## src/quadratic_root_solver_core_assert.svh

```systemverilog
// Assertion macros for the quadratic root solver core.
// Used by qrs_queue and the top level; depends on nothing else.
`ifndef QUADRATIC_ROOT_SOLVER_CORE_ASSERT_SVH
`define QUADRATIC_ROOT_SOLVER_CORE_ASSERT_SVH
`ifndef SYNTHESIS
// Clocked check, held off while reset is high.
`define QRS_ASSERT(lbl, clk, rst, prop, msg) \
  lbl: assert property (@(posedge clk) disable iff (rst) prop) else $error(msg);
// Clocked check that also holds during reset.
`define QRS_ASSERT_ALWAYS(lbl, clk, prop, msg) \
  lbl: assert property (@(posedge clk) prop) else $error(msg);
`else
`define QRS_ASSERT(lbl, clk, rst, prop, msg)
`define QRS_ASSERT_ALWAYS(lbl, clk, prop, msg)
`endif
`endif

```

## src/qrs_pkg.sv

```systemverilog
// Shared types and constants of the quadratic root solver core.
// Used by every module of the block; depends on nothing.
package qrs_pkg;

  typedef enum logic [2:0] {
    KIND_TWO_REAL = 3'd0,
    KIND_DOUBLE   = 3'd1,
    KIND_COMPLEX  = 3'd2,
    KIND_LINEAR   = 3'd3,
    KIND_ANY      = 3'd4,
    KIND_NONE     = 3'd5
  } kind_t;

  typedef struct packed {
    logic signed [15:0] coef_quad;
    logic signed [15:0] coef_lin;
    logic signed [15:0] coef_const;
  } coef_t;

  typedef struct packed {
    kind_t              root_kind;
    logic signed [35:0] discriminant;
    logic signed [31:0] root_first;
    logic signed [31:0] root_second;
    logic               saturated;
  } result_t;

  localparam int MAG_W      = 34;              // |b*b - 4ac|
  localparam int RAD_W      = MAG_W + 16;      // |D| * 2^16
  localparam int ROOT_W     = RAD_W / 2;
  localparam int SREM_W     = ROOT_W + 2;
  localparam int SQRT_STEPS = ROOT_W;
  localparam int SQRT_LAT   = SQRT_STEPS + 1;

  localparam int NUM_W      = 36;              // signed divider numerator
  localparam int DEN_W      = 17;              // signed divider denominator
  localparam int NMAG_W     = NUM_W - 1;
  localparam int DMAG_W     = DEN_W - 1;
  localparam int DIV_STEPS  = NMAG_W;
  localparam int DIV_LAT    = DIV_STEPS + 2;

  localparam int QUEUE_DEPTH = 2;
  localparam int QPTR_W      = $clog2(QUEUE_DEPTH);
  localparam int QCNT_W      = $clog2(QUEUE_DEPTH + 1);

  localparam int FRONT_LAT = 2;
  localparam int PIPE_LAT  = FRONT_LAT + 1 + SQRT_LAT + DIV_LAT + 1;

  typedef struct packed {
    kind_t              kind;
    logic signed [35:0] disc;
    logic [MAG_W-1:0]   mag;
    coef_t              coef;
  } front_item_t;

endpackage

```

## src/qrs_front.sv

```systemverilog
// Front part: products, discriminant and classification of one item.
// Depends on qrs_pkg.
module qrs_front import qrs_pkg::*; (
  input  logic        clk,
  input  logic        rst,
  input  logic        in_valid,
  input  coef_t       coef,
  output logic        out_valid,
  output front_item_t out_item
);

  logic               v1;
  coef_t              coef1;
  logic signed [31:0] lin_sq;
  logic signed [31:0] quad_const;
  logic signed [35:0] disc_next;
  kind_t              kind_next;

  always_ff @(posedge clk) begin
    if (rst) begin
      v1        <= 1'b0;
      out_valid <= 1'b0;
    end else begin
      v1        <= in_valid;
      out_valid <= v1;
    end
    coef1      <= coef;
    lin_sq     <= 32'(coef.coef_lin) * 32'(coef.coef_lin);
    quad_const <= 32'(coef.coef_quad) * 32'(coef.coef_const);
    out_item.kind <= kind_next;
    out_item.disc <= disc_next;
    out_item.mag  <= (disc_next < 0) ? MAG_W'(-disc_next) : MAG_W'(disc_next);
    out_item.coef <= coef1;
  end

  always_comb begin
    disc_next = 36'(lin_sq) - (36'(quad_const) <<< 2);
    if (coef1.coef_quad != 16'sd0) begin
      if (disc_next > 0)       kind_next = KIND_TWO_REAL;
      else if (disc_next == 0) kind_next = KIND_DOUBLE;
      else                     kind_next = KIND_COMPLEX;
    end else begin
      disc_next = '0;
      if (coef1.coef_lin != 16'sd0)        kind_next = KIND_LINEAR;
      else if (coef1.coef_const == 16'sd0) kind_next = KIND_ANY;
      else                                 kind_next = KIND_NONE;
    end
  end

endmodule

```

## config.mk

```make
export PLATFORM = sky130hd
export DESIGN_NAME = qrs_front
export DESIGN_NICKNAME = d
export VERILOG_FILES = /design/src/quadratic_root_solver_core_assert.svh /design/src/qrs_pkg.sv /design/src/qrs_front.sv
export SDC_FILE = /design/constraint.sdc
export NUM_CORES = 2
export LEC_CHECK = 0
export BUFFER_PORTS_ARGS = -buffer_cell sky130_fd_sc_hd__buf_2
export CORE_UTILIZATION = 55
export CTS_CLUSTER_SIZE = 24
export DETAILED_ROUTE_END_ITERATION = 10
export PLACE_DENSITY = 0.69
export SLEW_MARGIN = 20
export SYNTH_ARGS = -nofsm -noshare
export SYNTH_HDL_FRONTEND = slang
export SYNTH_SLANG_ARGS = --single-unit
```

## constraint.sdc

```tcl
create_clock -name clk -period 18.5 [get_ports clk]
set_clock_uncertainty 0.05 [all_clocks]
set_input_delay 0.925 -clock clk [delete_from_list [all_inputs] [get_ports clk]]
set_output_delay 0.925 -clock clk [all_outputs]
set_load 0.02 [all_outputs]
```

==> metrics.md <==
| Metric | Value |
|---|---|
| Postcts setup bufs | `0` |
| Worst-path cell chain | `buf_2, and2_1, fa_1, inv_1, fa_1, fa_1, inv_1, fa_1, fa_1, inv_1, fa_1, inv_1, ha_1, and3_1, nand2_1, a21oi_1, a21oi_1, o21ai_0, a41oi_1, o311ai_0, a31o_2, a21o_1, xor2_1` |
| Synthesized area | `26800 µm²` |
| Layout cells sized above 1 | `8.97%` |
| Worst EP arrival | `7430 ps` |
| Hpwl dp | `roughly 50000 µm` |
| Number of synthesized register bits | `232` |
| Status | `complete, no violations` |
| FF-to-FF path depth | `14` |
| Layout Cells excl Fill | `3579` |
| Seq/Total Area, Yosys | `between 10% and 20%` |
| Ys async rst share | `0%` |
| Core Region | `47800 µm²` |
| TNS Setup | `0 ps` |
| Fin. max-slew vios | `0` |
| Worst hold stages | `0` |
| Syn Area/Cell | `around 9.5 µm²` |
| Die Wd | `223 µm` |
| Worst path required time | `18960 ps` |
| Number of remaining DRC errors | `0` |
| CP most frequent cell | `fa_1` |
| Clock sink count | `between 200 and 250` |
| Critical path capture point type | `flip-flop` |
| Most common flop cell mapped by yosys | `dfxtp_1` |
| Tcrit/Tclk final | `37.7%` |
| Die Area | `49500 µm²` |
| Die Ht | `between 200 and 250 µm` |
| Startpoint types | `input port` |
| Most common cell after layout, fill and taps aside | `inv_1` |
| # port buffers | `~170` |
| Worst slew pin tran | `between 900 and 1000 ps` |
| Max transition margin | `32.8%` |
| CP Class | `in -> reg` |
| Final Wtd Congestion | `0.923` |
| Final min period | `6970 ps` |
| Critical Path Max Stage Delay | `between 600 and 700 ps` |
| Final #Nets | `3695` |
| Worst-path maximum fanout | `17` |
| EDFF count, synth | `0` |
| TritonCTS Buffers | `27` |
| Total track usage | `25.3%` |
| Clock Tree Root | `clkbuf_16` |
| Hold Path Class | `reg -> reg` |
| Final WL | `59700 µm` |
| Placed Area | `approximately 28000 µm²` |
| Startpoint of the worst hold path | `coef1[44]$_DFF_P_` |
| Max Cap Violations | `0` |
| Overflow after GRT | `0` |
| Post-Synthesis Cells | `2816` |
| Vias post-DR | `roughly 19000` |
| ANT nets after route | `0` |
| Htree depth | `1` |
| Syn. warnings | `0` |
| Vias in the first global route | `20353` |
| # hold bufs at CTS | `0` |
| DR WL/cell | `16.7 µm` |
| Row cnt | `80` |
| Ports | `173` |
| Syn nets | `around 3600` |
| Ant diodes | `0` |
| Met1 GRT Util | `34.6%` |
| Reg2reg setup slack | `about 14000 ps` |
| RSZ-0062 raised after global routing | `false` |
| Most frequent cells in the layout | `660 x inv_1, 497 x fa_1, 239 x nand2_1` |
| Post-synth cell types | `83` |
| WHS | `about 290 ps` |
| Max Fclk | `0.143 GHz` |
| Vias per std cell | `5.35` |
| Final hold vios | `0` |
| GRT Max-Usage Layer | `met2` |
| Clk slew on worst S/H paths | `70 ps` |
| Hold EP | `out_item[44]$_DFF_P_` |
| Cell area after layout | `29100 µm²` |
| Max Root-Sink Buffers | `3` |
| CP max-delay cell | `o311ai_0` |
| First-pass GRT wire length | `100000 µm` |
| Met2 GRT Util | `42.8%` |
| Crit. Startpoint | `coef[40]` |
| Area grow syn2layout | `8.78%` |
| Initial DRC count | `1065` |
| Critical R2R Capture | `out_item[81]$_DFF_P_` |
| Initial antenna violation count | `0` |
| Pin count of the biggest net entering global routing | `56` |
| CTS tree | `yes` |
| Initial core utilization | `55.9%` |
| Drt pass-1 iters | `5` |
| Latest clock arrival within the worst-skew pair | `580 ps` |
| Placed cell count | `3529` |
| # resized after CTS | `0` |
| RR Startpoint | `lin_sq[2]$_DFF_P_` |
| Final setup fails | `0` |
| GR Util met3 | `3.07%` |
[through the flow]
stage	utilization (%)	setup WS (ps)
finish	60.8	11530
global route	60.8	10970
CTS	60.8	11540
detailed placement	58.8	10960
global placement	58.8	11140
floorplan	-	11560
[cell families (layout without fill, tap and decap cells)]
| logic type | count (synthesis) | count (layout) | synth area share (%) |
|---|---|---|---|
| xor+xnor | 124 | 124 | 4.06 |
| other cells | 2 | 2 | 0.0281 |
| mux | 7 | 7 | 0.295 |
| fa+ha+maj | 701 | 701 | 46.7 |
| compound gates | 319 | 319 | 8.32 |
| simple gates | 692 | 692 | 12.8 |
| buf+inv | 739 | 887 | 10.4 |
| flops | 232 | 232 | 17.4 |
[layer usage]
metal	vias up	share of wire [%]
li1	8848	-
met1	9671	42
met2	530	49
met3	95	5.9
met4	0	2.6
met5	-	0
[synth_stat cells, drive strengths merged (4+ instances only)]
master	instances	area share, %
ha	204	9.5
o21ai	49	0.93
nor4	18	0.52
o21bai	10	0.28
nand4	12	0.30
o211ai	14	0.41
and4	5	0.16
a211oi	10	0.33
a21oi	85	1.6
o31a	4	0.13
mux2	4	0.18
inv	660	9.3
nor3	17	0.32
clkbuf	73	1.0
or3	9	0.23
nand2	239	3.4
dfxtp	232	17
nor2	133	1.9
nand2b	17	0.40
buf	6	0.11
xnor2	91	3.0
nor2b	16	0.37
a31o	9	0.29
a41oi	4	0.16
and3	12	0.29
or2	5	0.12
o21a	20	0.56
fa	497	37
xor2	33	1.1
a2111oi	8	0.47
nand3	16	0.30
o211a	4	0.15
and2	183	4.3
a21o	48	1.4
a31oi	17	0.40
[worst max-delay path by stage]
stage	to	slack (ps)	cells after the start
after global routing	quad_const[31]$_DFF_P_	10970	22
final	quad_const[30]$_DFF_P_	11530	23
after detailed placement	quad_const[30]$_DFF_P_	10960	23
after global placement	quad_const[30]$_DFF_P_	11140	20
after floorplan	quad_const[31]$_DFF_P_	11560	22
after CTS	quad_const[30]$_DFF_P_	11540	23
[layout make-up]
class / instances / area [µm²]
repair buffers: 177 / 898
fillers: 4201 / 18700
inverters: 660 / 2480
multi-input cells: 1845 / 19300
clock buffers: 32 / 734
clock inverters: 18 / 249
flip-flops and latches: 232 / 4640
well taps: 615 / 769
[flip-flops by register name (all words and copies together) (netlist names)]
signal / cells
v1: 1
out_item: 120
quad_const: 32
out_valid: 1
lin_sq: 31
coef1: 47
[worst max-delay path, delay by kind of cell]
family                   cells  cell delay [ps]
adder cells (fa/ha/maj)      7             3330
AO/OA/AOI/OAI                7             2090
AND/OR/NAND/NOR              3              490
buffers and inverters        5              430
XOR/XNOR                     1              140
Power is left out: the tool's default activity adds up to more than one toggle a clock period on the data nets, which glitch-free logic cannot reach.
