==> src/quadratic_root_solver_core_assert.svh <==
// Assertion macros for the quadratic root solver core.
// Used by qrs_queue and the top level; depends on nothing else.
`ifndef QUADRATIC_ROOT_SOLVER_CORE_ASSERT_SVH
`define QUADRATIC_ROOT_SOLVER_CORE_ASSERT_SVH
`ifndef SYNTHESIS
// Clocked check, held off while reset is high.
`define QRS_ASSERT(lbl, clk, rst, prop, msg) \
  lbl: assert property (@(posedge clk) disable iff (rst) prop) else $error(msg);
// Clocked check that also holds during reset.
`define QRS_ASSERT_ALWAYS(lbl, clk, prop, msg) \
  lbl: assert property (@(posedge clk) prop) else $error(msg);
`else
`define QRS_ASSERT(lbl, clk, rst, prop, msg)
`define QRS_ASSERT_ALWAYS(lbl, clk, prop, msg)
`endif
`endif

==> src/qrs_pkg.sv <==
// Shared types and constants of the quadratic root solver core.
// Used by every module of the block; depends on nothing.
package qrs_pkg;

  typedef enum logic [2:0] {
    KIND_TWO_REAL = 3'd0,
    KIND_DOUBLE   = 3'd1,
    KIND_COMPLEX  = 3'd2,
    KIND_LINEAR   = 3'd3,
    KIND_ANY      = 3'd4,
    KIND_NONE     = 3'd5
  } kind_t;

  typedef struct packed {
    logic signed [15:0] coef_quad;
    logic signed [15:0] coef_lin;
    logic signed [15:0] coef_const;
  } coef_t;

  typedef struct packed {
    kind_t              root_kind;
    logic signed [35:0] discriminant;
    logic signed [31:0] root_first;
    logic signed [31:0] root_second;
    logic               saturated;
  } result_t;

  localparam int MAG_W      = 34;              // |b*b - 4ac|
  localparam int RAD_W      = MAG_W + 16;      // |D| * 2^16
  localparam int ROOT_W     = RAD_W / 2;
  localparam int SREM_W     = ROOT_W + 2;
  localparam int SQRT_STEPS = ROOT_W;
  localparam int SQRT_LAT   = SQRT_STEPS + 1;

  localparam int NUM_W      = 36;              // signed divider numerator
  localparam int DEN_W      = 17;              // signed divider denominator
  localparam int NMAG_W     = NUM_W - 1;
  localparam int DMAG_W     = DEN_W - 1;
  localparam int DIV_STEPS  = NMAG_W;
  localparam int DIV_LAT    = DIV_STEPS + 2;

  localparam int QUEUE_DEPTH = 2;
  localparam int QPTR_W      = $clog2(QUEUE_DEPTH);
  localparam int QCNT_W      = $clog2(QUEUE_DEPTH + 1);

  localparam int FRONT_LAT = 2;
  localparam int PIPE_LAT  = FRONT_LAT + 1 + SQRT_LAT + DIV_LAT + 1;

  typedef struct packed {
    kind_t              kind;
    logic signed [35:0] disc;
    logic [MAG_W-1:0]   mag;
    coef_t              coef;
  } front_item_t;

endpackage

==> src/qrs_queue.sv <==
// Short queue between the front and back parts; drains one item a cycle.
// Depends on qrs_pkg and the assertion macro header.
`include "quadratic_root_solver_core_assert.svh"
module qrs_queue import qrs_pkg::*; (
  input  logic        clk,
  input  logic        rst,
  input  logic        push,
  input  front_item_t push_item,
  output logic        full,
  output logic        pop_valid,
  output front_item_t pop_item
);

  front_item_t       entries [QUEUE_DEPTH];
  logic [QPTR_W-1:0] wr_ptr;
  logic [QPTR_W-1:0] rd_ptr;
  logic [QCNT_W-1:0] count;
  logic              pop;

  assign full      = (count == QCNT_W'(QUEUE_DEPTH));
  assign pop_valid = (count != '0);
  assign pop       = pop_valid;
  assign pop_item  = entries[rd_ptr];

  always_ff @(posedge clk) begin
    if (rst) begin
      wr_ptr <= '0;
      rd_ptr <= '0;
      count  <= '0;
    end else begin
      if (push) wr_ptr <= wr_ptr + 1'b1;
      if (pop)  rd_ptr <= rd_ptr + 1'b1;
      count <= count + QCNT_W'(push) - QCNT_W'(pop);
    end
    if (push) entries[wr_ptr] <= push_item;
  end

  `QRS_ASSERT(a_no_overflow, clk, rst, push |-> !full, "push into full queue")
  `QRS_ASSERT(a_count_range, clk, rst, count <= QCNT_W'(QUEUE_DEPTH), "queue count out of range")
  `QRS_ASSERT(a_drain, clk, rst, (pop && !push) |=> (count == $past(count) - 1'b1), "queue did not drain")

endmodule

==> config.mk <==
export PLATFORM = sky130hd
export DESIGN_NAME = qrs_queue
export DESIGN_NICKNAME = d
export VERILOG_FILES = /design/src/qrs_pkg.sv /design/src/qrs_queue.sv
export VERILOG_INCLUDE_DIRS = /design/src /design/src/src
export SDC_FILE = /design/constraint.sdc
export NUM_CORES = 1
export LEC_CHECK = 0
export BUFFER_PORTS_ARGS = -buffer_cell sky130_fd_sc_hd__clkbuf_2
export CAP_MARGIN = 20
export CORE_ASPECT_RATIO = 1.4
export CORE_UTILIZATION = 52
export CTS_BUF_LIST = sky130_fd_sc_hd__clkbuf_16
export DETAILED_ROUTE_END_ITERATION = 6
export GPL_TIMING_DRIVEN = 0
export MAX_ROUTING_LAYER = met4
export PLACE_DENSITY = 0.79
export SLEW_MARGIN = 25
export SYNTH_ARGS = -nofsm -noshare
export SYNTH_HDL_FRONTEND = slang
export SYNTH_SLANG_ARGS = --single-unit
export TNS_END_PERCENT = 50
==> constraint.sdc <==
create_clock -name clk -period 8.9 [get_ports clk]
set_input_delay 1.335 -clock clk [delete_from_list [all_inputs] [get_ports clk]]
set_output_delay 1.335 -clock clk [all_outputs]
set_load 0.05 [all_outputs]
==> flow_metrics.py, run 1 <==
metrics = {
    "status": {
        "outcome": "complete, no violations",
    },
    "timing": {
        "finalSetupViolations": 0,
        "rsz0062_at_grt": "false",
        "tightest_slew_ps": 604,
        "finalCriticalPeriod_ps": 3250,
        "hold_viol": 0,
        "worst_clock_skew_ps": 14.3,
        "clock.fmax_ghz": 0.307,
        "relSlewSlack_pct": 59.6,
        "post-route-period-util_pct": 36.6,
        "slew_viol_final": 0,
        "fin_hold_ws_ps": 579,
    },
    "power": {
        "leakagePower_nw": 4.34,
        "peakVddDrop_v": 0.000206,
        "finalPower_w": 0.00265,
        "power_density_nw_per_um2": 234,
    },
    "die": {
        "io_pins": 247,
        "dieArea_um2": 17800,
        "fp.coreArea_um2": 16800,
        "die_h_um": 157,
        "initial_utilization_pct": 53.3,
        "die_w_um": 113,
        "rows": 56,
    },
    "grt": {
        "grt_max_degree": 52,
        "grt_usage_pct": 18.2,
        "grt_pass1_vias": 4822,
        "gr-total-overflow": 0,
        "antenna_found_initial": 2,
        "grt_first_pass_wirelength_um": 24000,
    },
    "routing": {
        "dr.pass1.iters": 4,
        "vias_per_cell": 5.11,
        "wire_per_inst_um": 18.3,
        "first_iter_violations": 231,
        "drc_errors": 0,
        "num_vias": 4584,
        "routed_wl_um": 16400,
        "ant_nets": 0,
    },
    "yosys": {
        "synth_area_leaders": "edfxtp_1 81%, mux2_2 15%, buf_6 1.1%",
        "synth.avg_cell_area_um2": 22.6,
        "synth-seq-cells": 247,
        "ys_seq_area_share_pct": 82.2,
        "yosysTopAreaCell": "edfxtp_1",
        "syn_nets": 522,
        "yosysWarnings": 0,
        "syn_area_um2": 8960,
        "postSynthCellCount": 397,
        "synth_cell_types": 17,
        "yosys.area.top_type_share_pct": 81.1,
    },
    "flow_run": {
        "cap_violations": 0,
    },
    "worst_hold_path": {
        "worstHoldPathType": "reg -> reg",
        "hp-start": "rd_ptr$_SDFFE_PP0P_",
    },
    "critical_path": {
        "reg2reg_depth": 4,
        "r2r_start": "wr_ptr$_SDFFE_PP0P_",
        "end_kind": "output port",
        "crit_type": "reg -> out",
        "startpoint_type": "register",
        "worst-path-max-fanout": 10,
        "arrival_ps": 1920,
        "endpoint": "pop_item[96]",
        "worstReg2RegEnd": "entries[0][53]$_DFFE_PP_",
        "ff2ff_setup_slack_ps": 7100,
        "required_ps": 7570,
    },
    "finish": {
        "fin_nets": 799,
        "postLayoutCoreUtil_pct": 67.2,
        "ff_latch_area_um2": 7370,
        "fin_area_um2": 11300,
        "final_cell_mix": "246 x clkbuf_2, 242 x edfxtp_1, 121 x mux2_2",
        "drive_above_1_share_pct": 60.6,
        "area.growth.synth_to_final_pct": 26.0,
        "multiInputGateArea_um2": 1480,
        "fin_cells": 897,
        "final_common_cell": "clkbuf_2",
        "fill_cells": 1140,
    },
    "clock_tree": {
        "cts_buffers": 22,
        "cts_hold_buffers": 0,
        "cts_tree": "done",
        "post_cts_resized": 0,
        "post_cts_buffers": 0,
        "clockBufferDepth": 3,
        "cts_sinks": 247,
        "htree_levels": 1,
        "clk_latency_ps": 490,
        "clk_pin_slew_ps": 60,
        "cts-root-buf": "clkbuf_16",
    },
    "place": {
        "place_congestion": 0.734,
        "dpl-instance-area_um2": 10600,
        "dp.cells": 853,
        "io_buffers": 246,
        "hpwlAfterDp_um": 11700,
    },
}
==> layer usage <==
| layer | vias up | GRT usage (%) | routed length (um) | part of all wire [%] |
|---|---|---|---|---|
| met1 | 2236 | 18.5 | 5740 | 35 |
| met5 | - | - | 0 | 0 |
| li1 | 2149 | - | - | - |
| met4 | 0 | 6.58 | 406 | 2.5 |
| met3 | 26 | 4.74 | 1200 | 7.3 |
| met2 | 173 | 33.8 | 9060 | 55 |
==> power breakdown <==
part	switching, W	total (W)	internal [W]
registers	0.0000155	0.00137	0.00136
logic	0.000290	0.000410	0.000119
clock network	0.000372	0.000866	0.000494
total	0.000678	0.00265	0.00197
==> cell families after synthesis <==
logic type	Yosys count	share of synthesized area, %
AND/OR/NAND/NOR	11	0.712
multiplexers	121	15.2
flip-flops	247	82.2
AO/OA/AOI/OAI	3	0.251
buffers and inverters	13	1.38
XOR/XNOR	1	0.0978
adder cells (fa/ha/maj)	1	0.140
==> sequential cells by signal, summed over array words and instances (netlist names), named ones only <==
register  flops
count         2
entries     242
rd_ptr        1
wr_ptr        1
==> Yosys cell counts (all sizes together) <==
cell / count
mux2: 121
o21a: 1
nor2b: 4
nor2: 1
and2: 1
edfxtp: 242
dfxtp: 5
nand3b: 1
buf: 13
or2: 1
a21oi: 1
ha: 1
a21bo: 1
nor3: 3
xnor2: 1
==> stage by stage <==
stage	setup slack [ps]	setup TNS (ps)
after floorplan	1700	0
after global routing	5550	0
final	5650	0
after global placement	-835	-99690
after detailed placement	5930	0
after CTS	5590	0
==> final cells by class <==
type                       instances  area share, %
tap                              203           2.25
buffer                            13           1.10
clock inverter                    17          0.831
clock buffer                      23           5.10
sequential                       247           65.2
antenna                            4         0.0886
multi-input combinational        137           13.1
timing repair buffer             253           12.3
==> critical path: stages, from the launching register on <==
cell,delay (ps)
dfxtp_1,370
buf_4,270
buf_6,190
mux2_2,360
clkbuf_2,240
==> how the worst min path moves through the flow <==
stage	to	cells past startpoint
after CTS	register	2
after detailed placement	count[1]$_SDFF_PP0_	2
after global routing	register	2
final	register	2
after floorplan	wr_ptr$_SDFFE_PP0P_	2
after global placement	wr_ptr$_SDFFE_PP0P_	2
Note: power is estimated with default switching activity, not from simulation.
==> run 2: changes to the inputs <==
CORE_UTILIZATION = 47   (was 52)
PLACE_DENSITY = 0.76   (was 0.79)
clock period = 2.8 ns   (was 8.9 ns; I/O delays follow)
==> run 2 against run 1 <==
Critical endpoint is now pop_item[43]. Setup slack worse by 5200 ps. Count of clock-buffer cells in the layout up 3. Global-route usage down 1.3 points. Utilization down 5.5 points. Cell area up 1.5%. Clock skew down 0.71 ps. Largest cell class unchanged. Die area up 10%. Critical path depth unchanged.
==> flow_metrics.py, run 2 (same netlist as run 1, synthesis figures left out) <==
metrics = {
    "status": {
        "outcome": "complete, no violations",
    },
    "critical_path": {
        "r2r_start": "wr_ptr$_SDFFE_PP0P_",
        "cp_num_cells": 4,
        "ff2ff_setup_slack_ps": 1000,
        "worstReg2RegEnd": "entries[0][53]$_DFFE_PP_",
        "startpoint_type": "register",
        "crit_path_cell_trace": "buf_4 > buf_6 > mux2_2 > clkbuf_2",
        "required_ps": 2380,
        "crit_family": "buffers and inverters",
        "worst-path-max-fanout": 10,
        "arrival_ps": 1940,
        "reg2reg_depth": 5,
        "path_buf_inv": 3,
        "endpoint": "pop_item[43]",
        "slowest_stage": "dfxtp_1",
        "crit_type": "reg -> out",
        "slowest_delay_ps": 380,
        "end_kind": "output port",
    },
    "finish": {
        "final_cell_mix": "246 x clkbuf_2, 242 x edfxtp_1, 121 x mux2_2",
        "fill_cells": 1379,
        "fin_area_um2": 11500,
        "fin_nets": 801,
        "top_regs": "entries (242), count (2)",
        "area.growth.synth_to_final_pct": 27.9,
        "largest_reg_flops": 242,
        "postLayoutCoreUtil_pct": 61.6,
        "n_antenna_cell": 0,
        "drive_above_1_share_pct": 61.7,
        "top_register": "entries",
        "final_common_cell": "clkbuf_2",
    },
    "timing": {
        "clock.fmax_ghz": 0.424,
        "finalCriticalPeriod_ps": 2360,
        "post-route-period-util_pct": 84.2,
        "finalSetupViolations": 0,
        "fin_setup_tns_ps": 0,
        "relSlewSlack_pct": 71.9,
        "hold_viol": 0,
        "rsz0062_at_grt": "false",
        "tightest_slew_ps": 421,
        "worst_clock_skew_ps": 13.6,
        "slew_viol_final": 0,
    },
    "die": {
        "die_h_um": 165,
        "rows": 59,
        "io_pins": 247,
        "die_w_um": 119,
        "initial_utilization_pct": 48.2,
        "dieArea_um2": 19600,
        "fp.coreArea_um2": 18600,
    },
    "routing": {
        "drc_errors": 0,
        "wire_per_inst_um": 17.6,
        "first_iter_violations": 293,
        "vias_per_cell": 4.96,
        "dr.pass1.iters": 4,
        "ant_nets": 0,
        "routed_wl_um": 16400,
        "num_vias": 4640,
    },
    "clock_tree": {
        "cts-root-buf": "clkbuf_16",
        "clockBufferDepth": 3,
        "cts_tree": "done",
        "clk_latency_ps": 500,
        "post_cts_resized": 0,
        "clk_pin_slew_ps": 60,
        "cts_sinks": 247,
        "htree_levels": 1,
        "post_cts_buffers": 0,
        "cts_buffers": 23,
        "cts_hold_buffers": 0,
    },
    "worst_hold_path": {
        "worstHoldPathType": "in -> reg",
        "hp-start": "push_item[70]",
    },
    "grt": {
        "antenna_found_initial": 0,
        "grt_pass1_vias": 5066,
        "grt_first_pass_wirelength_um": 24900,
        "grt_max_degree": 54,
        "grt_usage_pct": 16.9,
        "gr-total-overflow": 0,
    },
    "place": {
        "dpl-instance-area_um2": 10700,
        "place_congestion": 0.707,
        "io_buffers": 246,
        "hpwlAfterDp_um": 11800,
    },
    "power": {
        "finalPower_w": 0.00862,
        "power_density_nw_per_um2": 752,
        "peakVddDrop_v": 0.000669,
        "leakagePower_nw": 4.36,
    },
    "flow_run": {
        "cap_violations": 0,
    },
}
==> run 2: cell types whose count changed in the layout (fill, tap and decap cells not counted), sizes merged <==
| cell | previous run | this run |
|---|---|---|
| diode | 4 | 0 |
| clkinvlp | 0 | 4 |
| inv | 8 | 2 |
| clkinv | 8 | 9 |
| bufinv | 1 | 0 |
| buf | 20 | 21 |
| clkbuf | 269 | 272 |
==> run 2: metal layers <==
metal  GRT usage (%)  part of all wire [%]  vias to the layer above
met5               -                     0                        -
met2            31.9                    56                      165
met3            2.99                   5.8                       26
met1            18.0                    36                     2309
met4            5.29                   2.2                        0
li1                -                     -                     2140
==> run 2: worst min-delay path by stage <==
stage	end	slack [ps]	cells past startpoint
final	entries[0][70]$_DFFE_PP_	110	1
after CTS	entries[1][79]$_DFFE_PP_	90	1
after global placement	register	530	2
after global routing	entries[0][70]$_DFFE_PP_	90	1
after floorplan	count[1]$_SDFF_PP0_	490	1
after detailed placement	count[1]$_SDFF_PP0_	560	2
==> run 2: per-stage QoR <==
step	hold WS [ps]	cells	setup WS (ps)
final	112	936	442
after global routing	90.6	936	319
after CTS	86.4	936	377
after detailed placement	564	895	735
after global placement	527	887	-2320
after floorplan	489	397	-883
==> run 2: power by group <==
part           switching [W]  leakage [nW]  internal [W]
clock network        0.00127         0.358       0.00167
logic               0.000928          1.69      0.000395
registers          0.0000485          2.31       0.00431
==> run 2: layout make-up <==
| cell class | instances | area [um2] | share of cell area, % |
|---|---|---|---|
| clock inverters | 15 | 85.1 | 0.742 |
| clock buffers | 26 | 651 | 5.68 |
| plain buffers | 13 | 124 | 1.08 |
| multi-input cells | 137 | 1480 | 12.9 |
| flip-flops and latches | 247 | 7370 | 64.3 |
| well taps | 244 | 305 | 2.66 |
| repair buffers | 254 | 1450 | 12.7 |
==> run 2: worst reg2reg max path, stage by stage (launching register included) <==
cell	delay [ps]
dfxtp_1	350
nor2b_4	380
buf_16	220
buf_16	190
buf_16	190
buf_16	180
==> run 3: changes to the inputs <==
CORE_UTILIZATION = 52   (was 47)
PLACE_DENSITY = 0.79   (was 0.76)
clock period = 2.3 ns   (was 2.8 ns; I/O delays follow)
==> run 3 against run 2 <==
Final cell count decreased by 4.5%. Hold slack worse by 77 ps. First-iteration DRC count fell by 15%. Register-to-register slack worse by 410 ps.
==> flow_metrics.py, run 3 (same netlist as run 1, synthesis figures left out) <==
metrics = {
    "place": {
        "io_buffers": 246,
        "dpl-instance-area_um2": 10600,
        "place_congestion": 0.699,
        "hpwlAfterDp_um": 11700,
    },
    "clock_tree": {
        "clockBufferDepth": 3,
        "cts_sinks": 247,
        "htree_levels": 1,
        "cts_hold_buffers": 0,
        "post_cts_buffers": 0,
        "post_cts_resized": 3,
        "cts_buffers": 23,
        "clk_pin_slew_ps": 60,
        "clk_latency_ps": 490,
        "cts_tree": "done",
        "cts-root-buf": "clkbuf_16",
    },
    "grt": {
        "grt_max_degree": 49,
        "gr-total-overflow": 0,
        "grt-busiest-layer": "met2",
        "grt_pass1_vias": 5057,
        "grt_use_met1_pct": 16.7,
        "grt_first_pass_wirelength_um": 24200,
        "grt_util_met3_pct": 4.31,
        "antenna_found_initial": 0,
        "grt_usage_pct": 18.5,
        "grt_util_met2_pct": 36.3,
    },
    "timing": {
        "slew_viol_final": 0,
        "worst_clock_skew_ps": 7.03,
        "fin_hold_ws_ps": 34.5,
        "finalCriticalPeriod_ps": 2180,
        "finalSetupViolations": 0,
        "fin_setup_tns_ps": 0,
        "post-route-period-util_pct": 94.7,
        "relSlewSlack_pct": 54.0,
        "hold_viol": 0,
        "clock.fmax_ghz": 0.459,
        "tightest_slew_ps": 691,
        "rsz0062_at_grt": "false",
    },
    "die": {
        "io_pins": 247,
        "dieArea_um2": 17800,
        "initial_utilization_pct": 53.3,
        "fp.coreArea_um2": 16800,
        "rows": 56,
        "die_w_um": 113,
        "die_h_um": 157,
    },
    "power": {
        "power_density_nw_per_um2": 901,
        "leakagePower_nw": 4.35,
        "peakVddDrop_v": 0.000733,
    },
    "routing": {
        "ant_nets": 0,
        "dr.pass1.iters": 4,
        "vias_per_cell": 5.22,
        "wire_per_inst_um": 18.5,
        "first_iter_violations": 249,
        "drc_errors": 0,
        "routed_wl_um": 16500,
        "num_vias": 4670,
    },
    "critical_path": {
        "crit_type": "reg -> out",
        "end_kind": "output port",
        "arrival_ps": 1830,
        "startpoint_type": "register",
        "worst-path-max-fanout": 10,
        "required_ps": 1960,
        "r2r_start": "wr_ptr$_SDFFE_PP0P_",
    },
    "finish": {
        "fin_area_um2": 11300,
        "final_cell_mix": "246 x clkbuf_2, 242 x edfxtp_1, 121 x mux2_2",
        "drive_above_1_share_pct": 61.1,
        "fin_nets": 801,
        "largest_reg_flops": 242,
        "top_register": "entries",
        "top_regs": "entries (242), count (2)",
        "n_antenna_cell": 0,
        "area.growth.synth_to_final_pct": 26.1,
        "postLayoutCoreUtil_pct": 67.2,
        "final_common_cell": "clkbuf_2",
    },
    "worst_hold_path": {
        "worstHoldPathType": "in -> reg",
        "hp-start": "push_item[73]",
    },
    "flow_run": {
        "cap_violations": 0,
    },
    "status": {
        "outcome": "complete, no violations",
    },
}
-- run 3: changes by cell type in the layout (fill, tap and decap cells not counted), sizes merged --
cell | before | now
clkinvlp | 4 | 1
clkinv | 9 | 7
inv | 2 | 9
clkbuf | 272 | 269
-- run 3: layout make-up --
cell class	count	area, um2
Sequential cell	247	7370
Fill cell	1140	5520
Multi-Input combinational cell	137	1480
Timing Repair Buffer	254	1420
Clock buffer	23	576
Tap cell	203	254
Buffer	13	131
Clock inverter	17	73.8
-- run 3: per-stage QoR --
| stage | setup WS (ps) | instances | total power (W) |
|---|---|---|---|
| 3_5_place_dp | 414 | 854 | 0.00701 |
| 2_1_floorplan | -297 | 397 | 0.00654 |
| 3_3_place_gp | -1230 | 846 | 0.00692 |
| 5_1_grt | 28.1 | 894 | 0.0105 |
| 6_report | 123 | 894 | 0.0102 |
| 4_1_cts | 69.0 | 894 | 0.0103 |
-- run 3: path summary, 6_finish.rpt --
kind              slack [ps]  depth (start not counted)                        to
hold / removal            30                          1  entries[0][73]$_DFFE_PP_
setup / recovery         120                          4              pop_item[24]
hold reg to reg          550                          2       rd_ptr$_SDFFE_PP0P_
setup reg to reg         590                          4  entries[0][46]$_DFFE_PP_
-- run 3: per-layer routing --
layer  part of all wire, %  vias up  wire [um]
met5                     0        -          0
met3                   6.7       37       1100
met1                    33     2317       5470
met4                   2.8        0        455
met2                    57      175       9480
li1                      -     2141          -
-- run 3: worst max-delay path, stage by stage, from the launching register on --
cell	delay, ps
dfxtp_2	370
buf_8	180
buf_6	180
mux2_2	350
clkbuf_2	250
-- run 3: report_power, final --
part | total, W | switching, W | internal (W)
Clock | 0.00328 | 0.00147 | 0.00180
Sequential | 0.00531 | 0.0000605 | 0.00525
Combinational | 0.00160 | 0.00113 | 0.000472
Total | 0.0102 | 0.00266 | 0.00752
